===== config.mk =====
export PLATFORM = sky130hd
export DESIGN_NAME = line_sensor_centroid
export DESIGN_NICKNAME = d
export VERILOG_FILES = /design/src/design/lsc_pkg.sv /design/src/design/line_sensor_centroid.sv /design/src/design/lsc_div.sv
export SDC_FILE = /design/constraint.sdc
export NUM_CORES = 1
export LEC_CHECK = 0
export CAP_MARGIN = 20
export CELL_PAD_IN_SITES_DETAIL_PLACEMENT = 1
export CELL_PAD_IN_SITES_GLOBAL_PLACEMENT = 1
export CORE_MARGIN = 4
export CORE_UTILIZATION = 53
export CTS_CLUSTER_DIAMETER = 120
export DETAILED_ROUTE_END_ITERATION = 6
export DONT_BUFFER_PORTS = 1
export PLACE_DENSITY_LB_ADDON = 0.08
export SYNTH_ARGS = -nofsm -noshare
export SYNTH_HDL_FRONTEND = slang
export SYNTH_SLANG_ARGS = --single-unit
export TNS_END_PERCENT = 50

===== constraint.sdc =====
create_clock -name clk -period 11.76 [get_ports clk]
set_clock_uncertainty 0.2 [all_clocks]
set_input_delay 1.764 -clock clk [delete_from_list [all_inputs] [get_ports clk]]
set_output_delay 1.764 -clock clk [all_outputs]
set_load 0.02 [all_outputs]

===== src/design/lsc_pkg.sv =====
package lsc_pkg;

	localparam int SENSOR_COUNT_DEF = 9;

	localparam int IDX_W     = 4;
	localparam int SAMPLE_W  = 12;
	localparam int POS_W     = 13;
	localparam int ISUM_W    = 14;
	localparam int WSUM_W    = 27;
	localparam int CFG_W     = 14;
	localparam int CFG_AW    = 1;

	localparam int IN_DATA_W  = 16;
	localparam int OUT_DATA_W = 16;

	localparam int FULL_SCALE  = 1000;
	localparam int WEIGHT_STEP = 500;
	localparam int LOW_CAL_RST = 4095;
	localparam int THRESH_RST  = 50;

	// shared divider: dividend wide enough for the weighted sum magnitude
	localparam int DIVD_W = WSUM_W;
	localparam int DIVS_W = ISUM_W;

	typedef enum logic [CFG_AW-1:0] {
		REG_CALIBRATE_MODE = 1'b0,
		REG_MIN_TOTAL      = 1'b1
	} cfg_reg_t;

	typedef struct packed {
		logic start;
		logic [DIVD_W-1:0] dividend;
		logic [DIVS_W-1:0] divisor;
	} div_req_t;

	typedef struct packed {
		logic busy;
		logic done;
		logic [DIVD_W-1:0] quotient;
	} div_rsp_t;

endpackage


===== src/design/line_sensor_centroid.sv =====
// Line position from a reflectance sensor array. Each input word carries one
// 12-bit ADC sample and its sensor index. With calibrate_mode set, the sample
// widens that sensor's stored min/max and nothing comes out. Otherwise the
// sample is scaled to 0..1000 against its calibration and added into a
// weighted sum and an intensity sum, using the shared radix-2 divider that
// resolves one quotient bit per cycle over 27 bits (no division is needed
// when the scaled value is known to be zero). The word for the last sensor
// also divides the weighted sum by the intensity sum on the same divider and
// then emits one result word: the position, 1000 per sensor step and 0 at the
// centre, and a line_found flag that is clear (position 0) when the intensity
// sum is zero or below min_total_intensity. Indices at or above SENSOR_COUNT
// are dropped. A new word is taken while a result waits.
module line_sensor_centroid #(
	parameter int SENSOR_COUNT = lsc_pkg::SENSOR_COUNT_DEF
) (
	input  logic                           clk,
	input  logic                           arst_n,
	input  logic                           s_axis_tvalid,
	output logic                           s_axis_tready,
	input  logic [lsc_pkg::IN_DATA_W-1:0]  s_axis_tdata,  // sensor_index, sample
	output logic                           m_axis_tvalid,
	input  logic                           m_axis_tready,
	output logic [lsc_pkg::OUT_DATA_W-1:0] m_axis_tdata,  // line_position
	output logic                           m_axis_tuser,  // line_found
	input  logic                           cfg_wen,
	input  logic [lsc_pkg::CFG_AW-1:0]     cfg_addr,
	input  logic [lsc_pkg::CFG_W-1:0]      cfg_wdata
);
	import lsc_pkg::*;

	localparam int CAL_AW  = $clog2(SENSOR_COUNT);
	localparam int DIFF_W  = SAMPLE_W + 1;
	localparam int V_W     = $clog2(FULL_SCALE + 1);
	localparam int WT_W    = 14;
	localparam int LANE_W  = IDX_W + 3;
	localparam int PROD_W  = V_W + 1 + WT_W;
	localparam int PMAX    = (SENSOR_COUNT - 1) * WEIGHT_STEP;
	localparam int PMAG_W  = $clog2(PMAX + 1);

	typedef enum logic [2:0] {
		S_IDLE, S_PREP, S_DIVV, S_MUL, S_ACC, S_FIN, S_DIVP, S_EMIT
	} state_t;

	state_t state_q;

	logic                     cal_mode_q;
	logic [ISUM_W-1:0]        min_q;
	logic [SAMPLE_W-1:0]      low_cal_q  [SENSOR_COUNT];
	logic [SAMPLE_W-1:0]      high_cal_q [SENSOR_COUNT];
	logic [IDX_W-1:0]         idx_q;
	logic [SAMPLE_W-1:0]      smp_q;
	logic [V_W-1:0]           v_q;
	logic signed [PROD_W-1:0] prod_q;
	logic signed [WSUM_W-1:0] wsum_q;
	logic [ISUM_W-1:0]        isum_q;
	logic                     neg_q;
	logic [POS_W-1:0]         pos_q;
	logic                     found_q;
	logic                     m_valid_q;
	logic [POS_W-1:0]         m_pos_q;
	logic                     m_found_q;
	div_req_t                 div_req_q;
	div_rsp_t                 div_rsp;

	logic [SAMPLE_W-1:0]      lo;
	logic [SAMPLE_W-1:0]      hi;
	logic signed [DIFF_W-1:0] diff;
	logic signed [DIFF_W-1:0] span;
	logic [SAMPLE_W-1:0]      diff_mag;
	logic [SAMPLE_W-1:0]      span_mag;
	logic                     skip;
	logic signed [LANE_W-1:0] lane;
	logic signed [WT_W-1:0]   wt;
	logic                     in_range;
	logic                     last;
	logic                     found;
	logic [DIVD_W-1:0]        wsum_mag;
	logic [PMAG_W-1:0]        pmag;
	logic signed [POS_W:0]    pos_full;
	logic                     out_free;

	assign in_range = idx_q < IDX_W'(SENSOR_COUNT);
	assign last     = idx_q == IDX_W'(SENSOR_COUNT - 1);
	assign lo       = low_cal_q[idx_q[CAL_AW-1:0]];
	assign hi       = high_cal_q[idx_q[CAL_AW-1:0]];
	assign diff     = $signed({1'b0, smp_q}) - $signed({1'b0, lo});
	assign span     = $signed({1'b0, hi}) - $signed({1'b0, lo});
	assign diff_mag = diff[DIFF_W-1] ? SAMPLE_W'(-diff) : diff[SAMPLE_W-1:0];
	assign span_mag = span[DIFF_W-1] ? SAMPLE_W'(-span) : span[SAMPLE_W-1:0];
	assign skip     = (span == '0) || (diff == '0) || (diff[DIFF_W-1] != span[DIFF_W-1]);

	assign lane = $signed({2'b00, idx_q, 1'b0}) - LANE_W'(SENSOR_COUNT - 1);
	assign wt   = WT_W'(lane) * WT_W'(WEIGHT_STEP);

	assign found    = (isum_q != '0) && (isum_q >= min_q);
	assign wsum_mag = wsum_q[WSUM_W-1] ? DIVD_W'(-wsum_q) : DIVD_W'(wsum_q);
	assign pmag     = (div_rsp.quotient > DIVD_W'(PMAX)) ? PMAG_W'(PMAX)
	                                                     : div_rsp.quotient[PMAG_W-1:0];
	assign pos_full = neg_q ? -$signed((POS_W+1)'(pmag)) : $signed((POS_W+1)'(pmag));

	assign out_free      = !m_valid_q || m_axis_tready;
	assign s_axis_tready = state_q == S_IDLE;
	assign m_axis_tvalid = m_valid_q;
	assign m_axis_tdata  = OUT_DATA_W'(m_pos_q);
	assign m_axis_tuser  = m_found_q;

	lsc_div u_div (
		.clk    (clk),
		.arst_n (arst_n),
		.req    (div_req_q),
		.rsp    (div_rsp)
	);

	always_ff @(posedge clk or negedge arst_n) begin
		if (!arst_n) begin
			cal_mode_q <= 1'b0;
			min_q      <= ISUM_W'(THRESH_RST);
		end else if (cfg_wen) begin
			case (cfg_addr)
				REG_CALIBRATE_MODE: cal_mode_q <= cfg_wdata[0];
				REG_MIN_TOTAL:      min_q      <= cfg_wdata[ISUM_W-1:0];
				default:            ;
			endcase
		end
	end

	always_ff @(posedge clk or negedge arst_n) begin
		if (!arst_n) begin
			for (int i = 0; i < SENSOR_COUNT; i++) begin
				low_cal_q[i]  <= SAMPLE_W'(LOW_CAL_RST);
				high_cal_q[i] <= '0;
			end
		end else if (state_q == S_PREP && in_range && cal_mode_q) begin
			if (smp_q < lo)
				low_cal_q[idx_q[CAL_AW-1:0]] <= smp_q;
			if (smp_q > hi)
				high_cal_q[idx_q[CAL_AW-1:0]] <= smp_q;
		end
	end

	always_ff @(posedge clk or negedge arst_n) begin
		if (!arst_n) begin
			state_q   <= S_IDLE;
			div_req_q <= '0;
			wsum_q    <= '0;
			isum_q    <= '0;
			m_valid_q <= 1'b0;
			idx_q     <= '0;
			smp_q     <= '0;
			v_q       <= '0;
			prod_q    <= '0;
			neg_q     <= 1'b0;
			pos_q     <= '0;
			found_q   <= 1'b0;
			m_pos_q   <= '0;
			m_found_q <= 1'b0;
		end else begin
			div_req_q.start <= (state_q == S_PREP && in_range && !cal_mode_q && !skip)
			                   || (state_q == S_FIN && found);
			if (state_q == S_EMIT && out_free)
				m_valid_q <= 1'b1;
			else if (m_valid_q && m_axis_tready)
				m_valid_q <= 1'b0;
			case (state_q)
				S_IDLE: begin
					if (s_axis_tvalid) begin
						idx_q   <= s_axis_tdata[IDX_W-1:0];
						smp_q   <= s_axis_tdata[IDX_W +: SAMPLE_W];
						state_q <= S_PREP;
					end
				end
				S_PREP: begin
					if (!in_range || cal_mode_q) begin
						state_q <= S_IDLE;
					end else if (skip) begin
						v_q     <= '0;
						state_q <= S_MUL;
					end else begin
						div_req_q.dividend <= DIVD_W'(diff_mag) * DIVD_W'(FULL_SCALE);
						div_req_q.divisor  <= DIVS_W'(span_mag);
						state_q            <= S_DIVV;
					end
				end
				S_DIVV: begin
					if (div_rsp.done) begin
						v_q <= (div_rsp.quotient > DIVD_W'(FULL_SCALE)) ? V_W'(FULL_SCALE)
						                                               : div_rsp.quotient[V_W-1:0];
						state_q <= S_MUL;
					end
				end
				S_MUL: begin
					prod_q  <= PROD_W'($signed({1'b0, v_q})) * PROD_W'(wt);
					state_q <= S_ACC;
				end
				S_ACC: begin
					wsum_q  <= wsum_q + WSUM_W'(prod_q);
					isum_q  <= isum_q + ISUM_W'(v_q);
					state_q <= last ? S_FIN : S_IDLE;
				end
				S_FIN: begin
					if (found) begin
						neg_q              <= wsum_q[WSUM_W-1];
						div_req_q.dividend <= wsum_mag;
						div_req_q.divisor  <= isum_q;
						state_q            <= S_DIVP;
					end else begin
						pos_q   <= '0;
						found_q <= 1'b0;
						state_q <= S_EMIT;
					end
				end
				S_DIVP: begin
					if (div_rsp.done) begin
						pos_q   <= pos_full[POS_W-1:0];
						found_q <= 1'b1;
						state_q <= S_EMIT;
					end
				end
				S_EMIT: begin
					if (out_free) begin
						m_pos_q   <= pos_q;
						m_found_q <= found_q;
						wsum_q    <= '0;
						isum_q    <= '0;
						state_q   <= S_IDLE;
					end
				end
				default: state_q <= S_IDLE;
			endcase
		end
	end

`ifndef SYNTHESIS
	a_no_line_zero: assert property (@(posedge clk) disable iff (!arst_n)
		m_valid_q && !m_found_q |-> m_pos_q == '0) else $error("no-line result not zero");
	a_sums_cleared: assert property (@(posedge clk) disable iff (!arst_n)
		state_q == S_EMIT && out_free |=> wsum_q == '0 && isum_q == '0)
		else $error("sums not cleared after frame");
	a_idle_div: assert property (@(posedge clk) disable iff (!arst_n)
		s_axis_tready |-> !div_rsp.busy) else $error("divider busy while idle");
	a_emit_free: assert property (@(posedge clk) disable iff (!arst_n)
		state_q == S_EMIT && !out_free |=> m_valid_q && state_q == S_EMIT)
		else $error("result lost while output held");
`endif

endmodule


===== src/design/lsc_div.sv =====
module lsc_div (
	input  logic              clk,
	input  logic              arst_n,
	input  lsc_pkg::div_req_t req,
	output lsc_pkg::div_rsp_t rsp
);
	import lsc_pkg::*;

	localparam int CNT_W = $clog2(DIVD_W + 1);

	logic [DIVD_W-1:0] quo_q;
	logic [DIVS_W-1:0] rem_q;
	logic [DIVS_W-1:0] dvs_q;
	logic [CNT_W-1:0]  cnt_q;
	logic              busy_q;
	logic              done_q;
	logic [DIVS_W:0]   trial;
	logic              fits;

	assign trial = {rem_q, quo_q[DIVD_W-1]};
	assign fits  = trial >= {1'b0, dvs_q};

	always_ff @(posedge clk or negedge arst_n) begin
		if (!arst_n) begin
			busy_q <= 1'b0;
			done_q <= 1'b0;
			cnt_q  <= '0;
		end else begin
			done_q <= 1'b0;
			if (req.start && !busy_q) begin
				busy_q <= 1'b1;
				cnt_q  <= CNT_W'(DIVD_W);
			end else if (busy_q) begin
				cnt_q <= cnt_q - 1'b1;
				if (cnt_q == CNT_W'(1)) begin
					busy_q <= 1'b0;
					done_q <= 1'b1;
				end
			end
		end
	end

	// one quotient bit per cycle
	always_ff @(posedge clk) begin
		if (req.start && !busy_q) begin
			quo_q <= req.dividend;
			dvs_q <= req.divisor;
			rem_q <= '0;
		end else if (busy_q) begin
			quo_q <= {quo_q[DIVD_W-2:0], fits};
			rem_q <= fits ? DIVS_W'(trial - {1'b0, dvs_q}) : trial[DIVS_W-1:0];
		end
	end

	assign rsp.busy     = busy_q;
	assign rsp.done     = done_q;
	assign rsp.quotient = quo_q;

`ifndef SYNTHESIS
	a_start_idle: assert property (@(posedge clk) disable iff (!arst_n)
		req.start |-> !busy_q) else $error("divider started while busy");
	a_done_after_busy: assert property (@(posedge clk) disable iff (!arst_n)
		done_q |-> $past(busy_q)) else $error("done without a run");
	a_busy_count: assert property (@(posedge clk) disable iff (!arst_n)
		busy_q |-> cnt_q != '0) else $error("busy with spent count");
`endif

endmodule


Yosys cells after proc, flatten, opt, wreduce, memory -nomap -nowiden
Index checks and enable logic that the tools add are counted.
{"block": "totals", "register_bits": 458, "inputBits": 36, "output_inout_bits": 19, "word_cells": 184}
{"block": "classes", "add_sub_neg": 11, "mul": 3, "magnitude_cmp": 9, "eq_ne": 19, "n_mux": 56, "n_bitwise": 2, "n_reduce_logical": 42}
{"operator": "$bwmux 108", "n": 2}
{"operator": "$mux 41", "n": 3}
{"operator": "$mux 27", "n": 4}
{"operator": "$bmux 12 s4", "n": 2}
{"operator": "$mux 12", "n": 8}
{"operator": "$pmux 41 s2", "n": 1}
{"operator": "$pmux 27 s2", "n": 1}
{"operator": "$demux 12 s4", "n": 1}
{"operator": "$mux 10", "n": 4}
{"operator": "$mux 13", "n": 3}
{"operator": "$mux 14", "n": 2}
{"operator": "$pmux 14 s2", "n": 1}
{"operator": "$add 27x25->27", "n": 1}
{"operator": "$gt 27x10->1 const B", "n": 1}
{"operator": "$gt 27x12->1 const B", "n": 1}
{"operator": "$neg 27->27", "n": 1}
{"operator": "$logic_not 13->1", "n": 2}
{"operator": "$pmux 13 s2", "n": 1}
{"operator": "$sub 12x12->13", "n": 2}
{"operator": "$neg 12->12", "n": 2}
{"operator": "$pmux 3 s8", "n": 1}
{"operator": "$mul 11x12->23", "n": 1}
{"operator": "$pmux 10 s2", "n": 1}
{"operator": "$mul 12x7->19 const B", "n": 1}
{"operator": "37 further kinds", "n": 95}

Longest topological paths before layout
Gate-level depths: netlist of run 1.
{"block": "depth", "ltp_word": 11, "ltp_mapped": 36, "mapped_depth_nobuf": 33}

Modules after synthesis
From an unflattened synthesis of run 1, not the netlist that was laid out.
{"block": "hier_totals", "hier_cells": 3065, "area_unflattened_um2": 32254.7}
{"module": "line_sensor_centroid", "instances": 1, "cells_per_inst": 2785, "area_each_um2": 29032.8, "seq_area_each_um2": 9923.3}
{"module": "lsc_div", "instances": 1, "cells_per_inst": 280, "area_each_um2": 3221.8, "seq_area_each_um2": 1686.6}

Worst setup path after synthesis of run 1
OpenSTA, ideal clock, no wires.
{"block": "synth_path", "path_kind": "register to register", "start": "reg idx_q[1]", "end": "reg prod_q[22]", "arrival_time_ns": 8.687, "t_required_ns": 11.427, "slack_ns": 2.740, "stages_incl_launch_ff": 37, "n_path_buf": 4, "synth_period_minus_slack_ns": 9.020, "cell_sequence": "dfrtp_1 -> clkbuf_1 -> buf_1 -> buf_1 -> clkbuf_1 -> inv_1 -> ha_1 -> ha_1 -> inv_1 -> fa_1 -> inv_1 -> ha_1 -> ha_1 -> a21o_1 -> a21oi_1 -> o21bai_1 -> a21oi_1 -> xnor2_1 -> nand2_1 -> fa_1 -> inv_1 -> fa_1 -> inv_1 -> fa_1 -> inv_1 -> fa_1 -> inv_1 -> fa_1 -> inv_1 -> ha_1 -> and3_1 -> a21oi_1 -> a31o_2 -> o2111ai_1 -> a21oi_1 -> xor2_1 -> o21ai_0"}
{"block": "synth_between", "elab_chain_len": 3}
{"element": "start, declared", "line_no": "line_sensor_centroid.sv:50", "rtl": "logic [IDX_W-1:0] idx_q;"}
{"element": "start signal, assigned", "line_no": "line_sensor_centroid.sv:167", "rtl": "idx_q <= s_axis_tdata[IDX_W-1:0];"}
{"element": "$sub 5x4->6", "line_no": "line_sensor_centroid.sv:92", "rtl": "assign lane = $signed({2'b00, idx_q, 1'b0}) - LANE_W'(SENSOR_COUNT - 1);"}
{"element": "$mul 6x8->12", "line_no": "line_sensor_centroid.sv:93", "rtl": "assign wt = WT_W'(lane) * WT_W'(WEIGHT_STEP);"}
{"element": "$mul 11x12->23", "line_no": "line_sensor_centroid.sv:192", "rtl": "prod_q <= PROD_W'($signed({1'b0, v_q})) * PROD_W'(wt);"}
{"element": "end signal, assigned", "line_no": "line_sensor_centroid.sv:192"}
{"element": "end, declared", "line_no": "line_sensor_centroid.sv:53", "rtl": "logic signed [PROD_W-1:0] prod_q;"}
No other way between the ends.
A chain may end at the register's enable or synchronous reset.

Worst setup path after layout of run 1
{"block": "layout_path", "start": "reg idx_q[0]", "end": "reg div_req_q[34] in the netlist's numbering"}
{"block": "layout_between", "elab_chain_len": 11, "elab_cells_between_ends": 26, "cone_classes": "add/sub (3); mul (1); order compare (1); eq/ne (3); mux (10); bitwise (1); reduce/logical (7)"}
{"element": "$not 4->5 (not written as such)", "line_no": "line_sensor_centroid.sv:84, line_sensor_centroid.sv:85"}
{"element": "$bmux 12 s4", "line_no": "line_sensor_centroid.sv:84", "rtl": "assign lo = low_cal_q[idx_q[CAL_AW-1:0]];"}
{"element": "$mux 12 (not written as such) (2 in series)", "line_no": "line_sensor_centroid.sv:84"}
{"element": "$sub 12x12->13", "line_no": "line_sensor_centroid.sv:86", "rtl": "assign diff = $signed({1'b0, smp_q}) - $signed({1'b0, lo});"}
{"element": "$neg 12->12", "line_no": "line_sensor_centroid.sv:88", "rtl": "assign diff_mag = diff[DIFF_W-1] ? SAMPLE_W'(-diff) : diff[SAMPLE_W-1:0];"}
{"element": "$mux 12", "line_no": "line_sensor_centroid.sv:88"}
{"element": "$mul 12x7->19", "line_no": "line_sensor_centroid.sv:179", "rtl": "div_req_q.dividend <= DIVD_W'(diff_mag) * DIVD_W'(FULL_SCALE);"}
{"element": "$mux 41", "line_no": "line_sensor_centroid.sv:175", "rtl": "end else if (skip) begin"}
{"element": "$mux 41", "line_no": "line_sensor_centroid.sv:173", "rtl": "if (!in_range || cal_mode_q) begin"}
{"element": "$pmux 41 s2", "line_no": "line_sensor_centroid.sv:164", "rtl": "case (state_q)"}
{"element": "end, declared", "line_no": "line_sensor_centroid.sv:62", "rtl": "div_req_t div_req_q;"}
Several ways; a longest one is shown, not always the timed one. The select of a mux whose other input is x is not followed.

==> results.toml, run 1 <==
[worst_setup_path]
end_kind = "register"
criticalPathCategory = "reg2reg"
regToRegSetupSlack_ns = 1.99
cpPeakStageDelay_ns = 0.93
cpMostUsedCell = "ha_1"
reg2reg_from = "idx_q[0]"
critPathArrivalTime_ns = 10.03
crit_required_ns = 12.02
cpMaxStageDelayCell = "dfrtp_4"
cp_max_fo = 44
reg2reg_depth = 31
rr_endpoint = "div_req_q[34]"
crit_path_start_kind = "register"

[yosys]
ys_types = 79
synth.avg_cell_area_um2 = 10.5
postSynthCellCount = 3009
yosysWarnings = 0
synth_edf_count = 41
mappedNetlistArea_um2 = 31600
async_reset_ff_frac = 0.879
ys.flop_type = "dfrtp_1"
synth_top_cell_by_area = "dfrtp_1"
yosysSeqAreaShare = 0.367
synth_seq_cells = 453
synth.top_cell.area_share = 0.227
synthTopCellsByArea = "dfrtp_1, mux2_2, ha_1"

[detailed_routing]
vias = 22300
drc = 0
drt-total-wl_um = 84800
antenna_left = 0
dr.pass1.iters = 5
drtIter0Drc = 985
via_per_inst = 5.91
wl_per_cell_um = 22.5

[clock_tree]
cts_buffers = 52
clk_path_buf_depth = 3
cts_root_buf = "clkbuf_16"
cts_tree = "built"
clkTransAtPathRegs_ns = 0.06
cts_hold_buffers = 0
post_cts_buffers = 0
cts-htree-levels = 2
clock-sinks = 453
ctsResizeCount = 0
insertion_delay_ns = 0.62

[timing]
max-slew-margin-rel = 0.0791
worstMarginPinSlew_ns = 1.38
fmax_ghz = 0.102
setup_violations = 0
maxSlewViolCount = 0
period_minus_slack_ns = 9.77
rsz0062_at_grt = "no"
finalHoldViolations = 0
tns_ns = 0
period_share = 0.831

[min_path]
min_from = "div_req_q[5]"
holdPathEnd = "u_div.dvs_q[5]"
hp-class = "reg2reg"
worst_hold_path.num_cells = 0

[floorplanning]
core_area_um2 = 59000
ioPinCount = 55
fp.dieH_um = 252
die_area_um2 = 63600
row_count = 89
die_w_um = 252
start_util = 0.535

[placed_design]
placedCellCount = 3673
dp_hpwl_um = 62300
placed_cell_area_um2 = 32200
place.gp.congestion = 0.860
io_buffers = 0

[finish]
seqCellArea_um2 = 11600
multi_input_area_um2 = 18400
syn2layout_area_growth_pct = 7.63
final_cells = 3772
stdcell_area_um2 = 34000
n_fill_cell = 6293
drive_above_1_share = 0.199
nets = 3364
final_core_util = 0.576

[run]
max_cap_violations = 0

[global_routing]
antenna_found_initial = 1
grt_usage = 0.267
grt_max_degree = 399
grt_pass1_wl_um = 136000
grt_pass1_vias = 24700
grt_remaining_overflow = 0

[status]
outcome = "finished, final reports clean"
-- sequential cells by signal (all words and copies together) (netlist names), 4 cells and up --
register,flops
div_req_q,41
high_cal_q,108
idx_q,4
isum_q,14
low_cal_q,108
m_pos_q,13
min_q,14
pos_q,13
prod_q,22
smp_q,12
u_div.cnt_q,5
u_div.dvs_q,14
u_div.quo_q,27
u_div.rem_q,14
v_q,10
wsum_q,24
-- Yosys cell counts (20+ instances only) --
cell,number
fa_1,136
nand2b_1,23
xnor2_1,86
dfstp_2,111
nor4_1,20
inv_1,296
a21o_1,38
edfxtp_1,41
nor2b_1,26
buf_1,20
nor2_1,122
nor3_1,42
mux2_2,301
dfrtp_1,287
clkbuf_1,108
ha_1,237
o21a_1,32
and2_1,70
nand2_1,307
xor2_1,80
nand3_1,40
mux2i_1,23
o21ai_0,157
mux4_2,48
a21oi_1,131
-- worst max-delay path by stage --
stage,from,cells after the start,endpoint
global placement,idx_q[0],28,div_req_q[34]
CTS,idx_q[0],30,div_req_q[34]
finish,idx_q[0],31,div_req_q[34]
detailed placement,idx_q[0],30,div_req_q[34]
floorplan,idx_q[1],36,prod_q[22]
global route,idx_q[0],32,div_req_q[34]
-- critical path: cells and delay by family, from the launching register on --
| kind | cells | cell delay (ns) |
|---|---|---|
| xor gates and xnor gates | 2 | 0.59 |
| buffers and inverters | 4 | 0.53 |
| muxes | 4 | 1.27 |
| AOI/OAI and AO/OA | 11 | 2.67 |
| and+or+nand+nor | 3 | 0.71 |
| adders and majority gates | 7 | 2.69 |
| DFF | 1 | 0.93 |
-- stage by stage --
stage                     hold slack, ns  setup WS (ns)
after floorplan                    0.219           2.74
after global routing               0.255           1.23
after CTS                          0.245           1.56
after detailed placement           0.230           1.67
after global placement             0.227           2.09
final                              0.245           1.99
-- cell type report --
type / instances / area share
clock inverter: 21 / 0.00603
tap: 773 / 0.0284
antenna: 1 / 0.0000736
clock buffer: 76 / 0.0460
inverter: 297 / 0.0328
sequential: 453 / 0.342
timing repair buffer: 25 / 0.00552
multi-input combinational: 2126 / 0.540
-- per-layer routing --
| metal | track usage | part of all wire | wire length [um] |
|---|---|---|---|
| met3 | 0.0463 | 0.042 | 3590 |
| met1 | 0.351 | 0.44 | 36900 |
| met4 | 0.0991 | 0.039 | 3340 |
| met5 | 0 | 0 | 0 |
| met2 | 0.448 | 0.48 | 41000 |
-- kinds of logic after synthesis --
logic type / count (synthesis) / synth area share
adder cells (fa/ha/maj): 373 / 0.180
flip-flops: 453 / 0.367
AND/OR/NAND/NOR: 713 / 0.105
other: 1 / 0.000119
multiplexers: 377 / 0.151
XOR/XNOR: 166 / 0.0460
buffers and inverters: 432 / 0.0526
AO/OA/AOI/OAI: 494 / 0.0977
-- layout by cell type, fill, tap and decap left out, types with 53 or more instances in the layout --
| cell type | count |
|---|---|
| nor2_1 | 121 |
| o21ai_0 | 157 |
| dfstp_2 | 111 |
| and2_1 | 71 |
| a21oi_1 | 131 |
| ha_1 | 237 |
| nand2_1 | 306 |
| inv_1 | 296 |
| xnor2_1 | 86 |
| clkbuf_16 | 53 |
| mux2_2 | 301 |
| xor2_1 | 80 |
| fa_1 | 136 |
| dfrtp_1 | 285 |
Power of run 1 is not shown: default switching activity piles up to over one toggle a cycle in this logic, so the estimate is an artifact.
==> inputs of run 2 (changes only) <==
CORE_UTILIZATION = 48   (was 53)
clock period = 8.9 ns   (was 11.76 ns; I/O delays follow)
==> run 2 against run 1 <==
Effect of this change: sequential share of layout area decreased by 0.46 points; core utilization decreased by 4.4 points; cell count increased by 3.0%; the flow now finishes with violations (slew limit); sequential cell count unchanged; wire length increased by 1.6%; first-iteration DRC count increased by 9.3%; worst hold slack got worse by 0.034 ns.
==> results.toml, run 2 (synthesis results as in run 1) <==
[finish]
n_fill_cell = 6928
seqCellArea_um2 = 11600
reg.largest.list = "high_cal_q: 108 flops, low_cal_q: 108 flops, div_req_q: 41 flops"
syn2layout_area_growth_pct = 9.10
drive_above_1_share = 0.210
final_cells = 3884
multi_input_area_um2 = 18400
final_common_cell = "nand2_1"
final_cell_mix = "nand2_1, mux2_2, inv_1"
final_core_util = 0.532
nets = 3395

[worst_setup_path]
critPathArrivalTime_ns = 8.82
cpMostUsedCell = "fa_1"
end_kind = "register"
reg2reg_from = "idx_q[0]"
cpPeakStageDelay_ns = 0.57
crit_path_start_kind = "register"
path_buf_inv = 6
regToRegSetupSlack_ns = 0.39
rr_endpoint = "div_req_q[34]"
reg2reg_depth = 32
crit_required_ns = 9.21
criticalPathCategory = "reg2reg"
cpMaxStageDelayCell = "dfrtp_4"
cp_max_fo = 21
crit_family = "adder cells"
crit_path_start = "idx_q[0]"

[min_path]
hp-class = "in2async"

[timing]
rsz0062_at_grt = "yes"
worstMarginPinSlew_ns = 2.26
period_minus_slack_ns = 8.51
period_share = 0.956
max-slew-margin-rel = -0.509
maxSlewViolCount = 264
fmax_ghz = 0.117
whs_ns = 0.211
setup_violations = 0
finalHoldViolations = 0

[detailed_routing]
vias = 22300
drtIter0Drc = 1077
drc = 0
dr.pass1.iters = 5
antenna_left = 0
wl_per_cell_um = 22.2
via_per_inst = 5.75
drt-total-wl_um = 86200

[status]
failed_checks = "slew limit"
outcome = "finished with violations"

[clock_tree]
cts-htree-levels = 2
insertion_delay_ns = 0.63
clkTransAtPathRegs_ns = 0.06
cts_tree = "built"
cts_root_buf = "clkbuf_16"
clock-sinks = 453
clk_path_buf_depth = 3
cts_buffers = 53
cts_hold_buffers = 0

[floorplanning]
core_area_um2 = 64800
fp.dieH_um = 265
die_area_um2 = 70000
row_count = 93
start_util = 0.487
die_w_um = 265
ioPinCount = 55

[run]
max_cap_violations = 0

[placed_design]
dp_hpwl_um = 62400
placedCellCount = 3774
io_buffers = 0
place.gp.congestion = 0.856

[global_routing]
grt_remaining_overflow = 0
grt_pass1_wl_um = 137000
antenna_found_initial = 4
grt_max_degree = 399
grt_pass1_vias = 24300
grt_usage = 0.243
==> run 2: cell count changes in the layout (fill, tap and decap cells not counted), sizes merged <==
cell / delta
inv: -1
clkbuf: +1
clkinvlp: +1
buf: +27
bufinv: +2
==> run 2: worst max path at each step <==
stage                    endpoint  slack, ns  depth (start not counted)
finish              div_req_q[34]       0.39                         32
global route        div_req_q[34]      -0.12                         32
CTS                    prod_q[21]      0.007                         32
detailed placement     prod_q[21]       0.02                         32
global placement       prod_q[21]       0.30                         32
floorplan              prod_q[22]       0.02                         35
==> run 2: area by class of cell <==
class / instances / area share
Clock inverter: 23 / 0.00838
Antenna cell: 1 / 0.0000726
Sequential cell: 453 / 0.337
Tap cell: 855 / 0.0310
Timing Repair Buffer: 55 / 0.0139
Multi-Input combinational cell: 2126 / 0.535
Inverter: 297 / 0.0323
Clock buffer: 74 / 0.0428
==> run 2: timing repair <==
action / in CTS / in global routing
endpoints found under the setup margin: 0 / 12
buffers inserted: 0 / 10
resized for setup: 0 / 19
endpoints found under the hold margin: 0 / 0
==> run 2: through the flow <==
stage / setup WS, ns / instance area [um^2] / setup TNS [ns]
detailed placement: 0.0201 / 32500 / 0
global placement: 0.302 / 32500 / 0
CTS: 0.00669 / 34300 / 0
floorplan: 0.0235 / 31600 / 0
global route: -0.116 / 34500 / -0.135
finish: 0.389 / 34500 / 0
==> run 2: layer usage <==
layer / vias up / GRT usage / share of wire
met5: - / 0 / 0
met4: 0 / 0.0570 / 0.025
met3: 120 / 0.0295 / 0.033
met2: 295 / 0.417 / 0.49
met1: 11600 / 0.332 / 0.46
li1: 10300 / - / -
Power of run 2 is left out for the same reason.
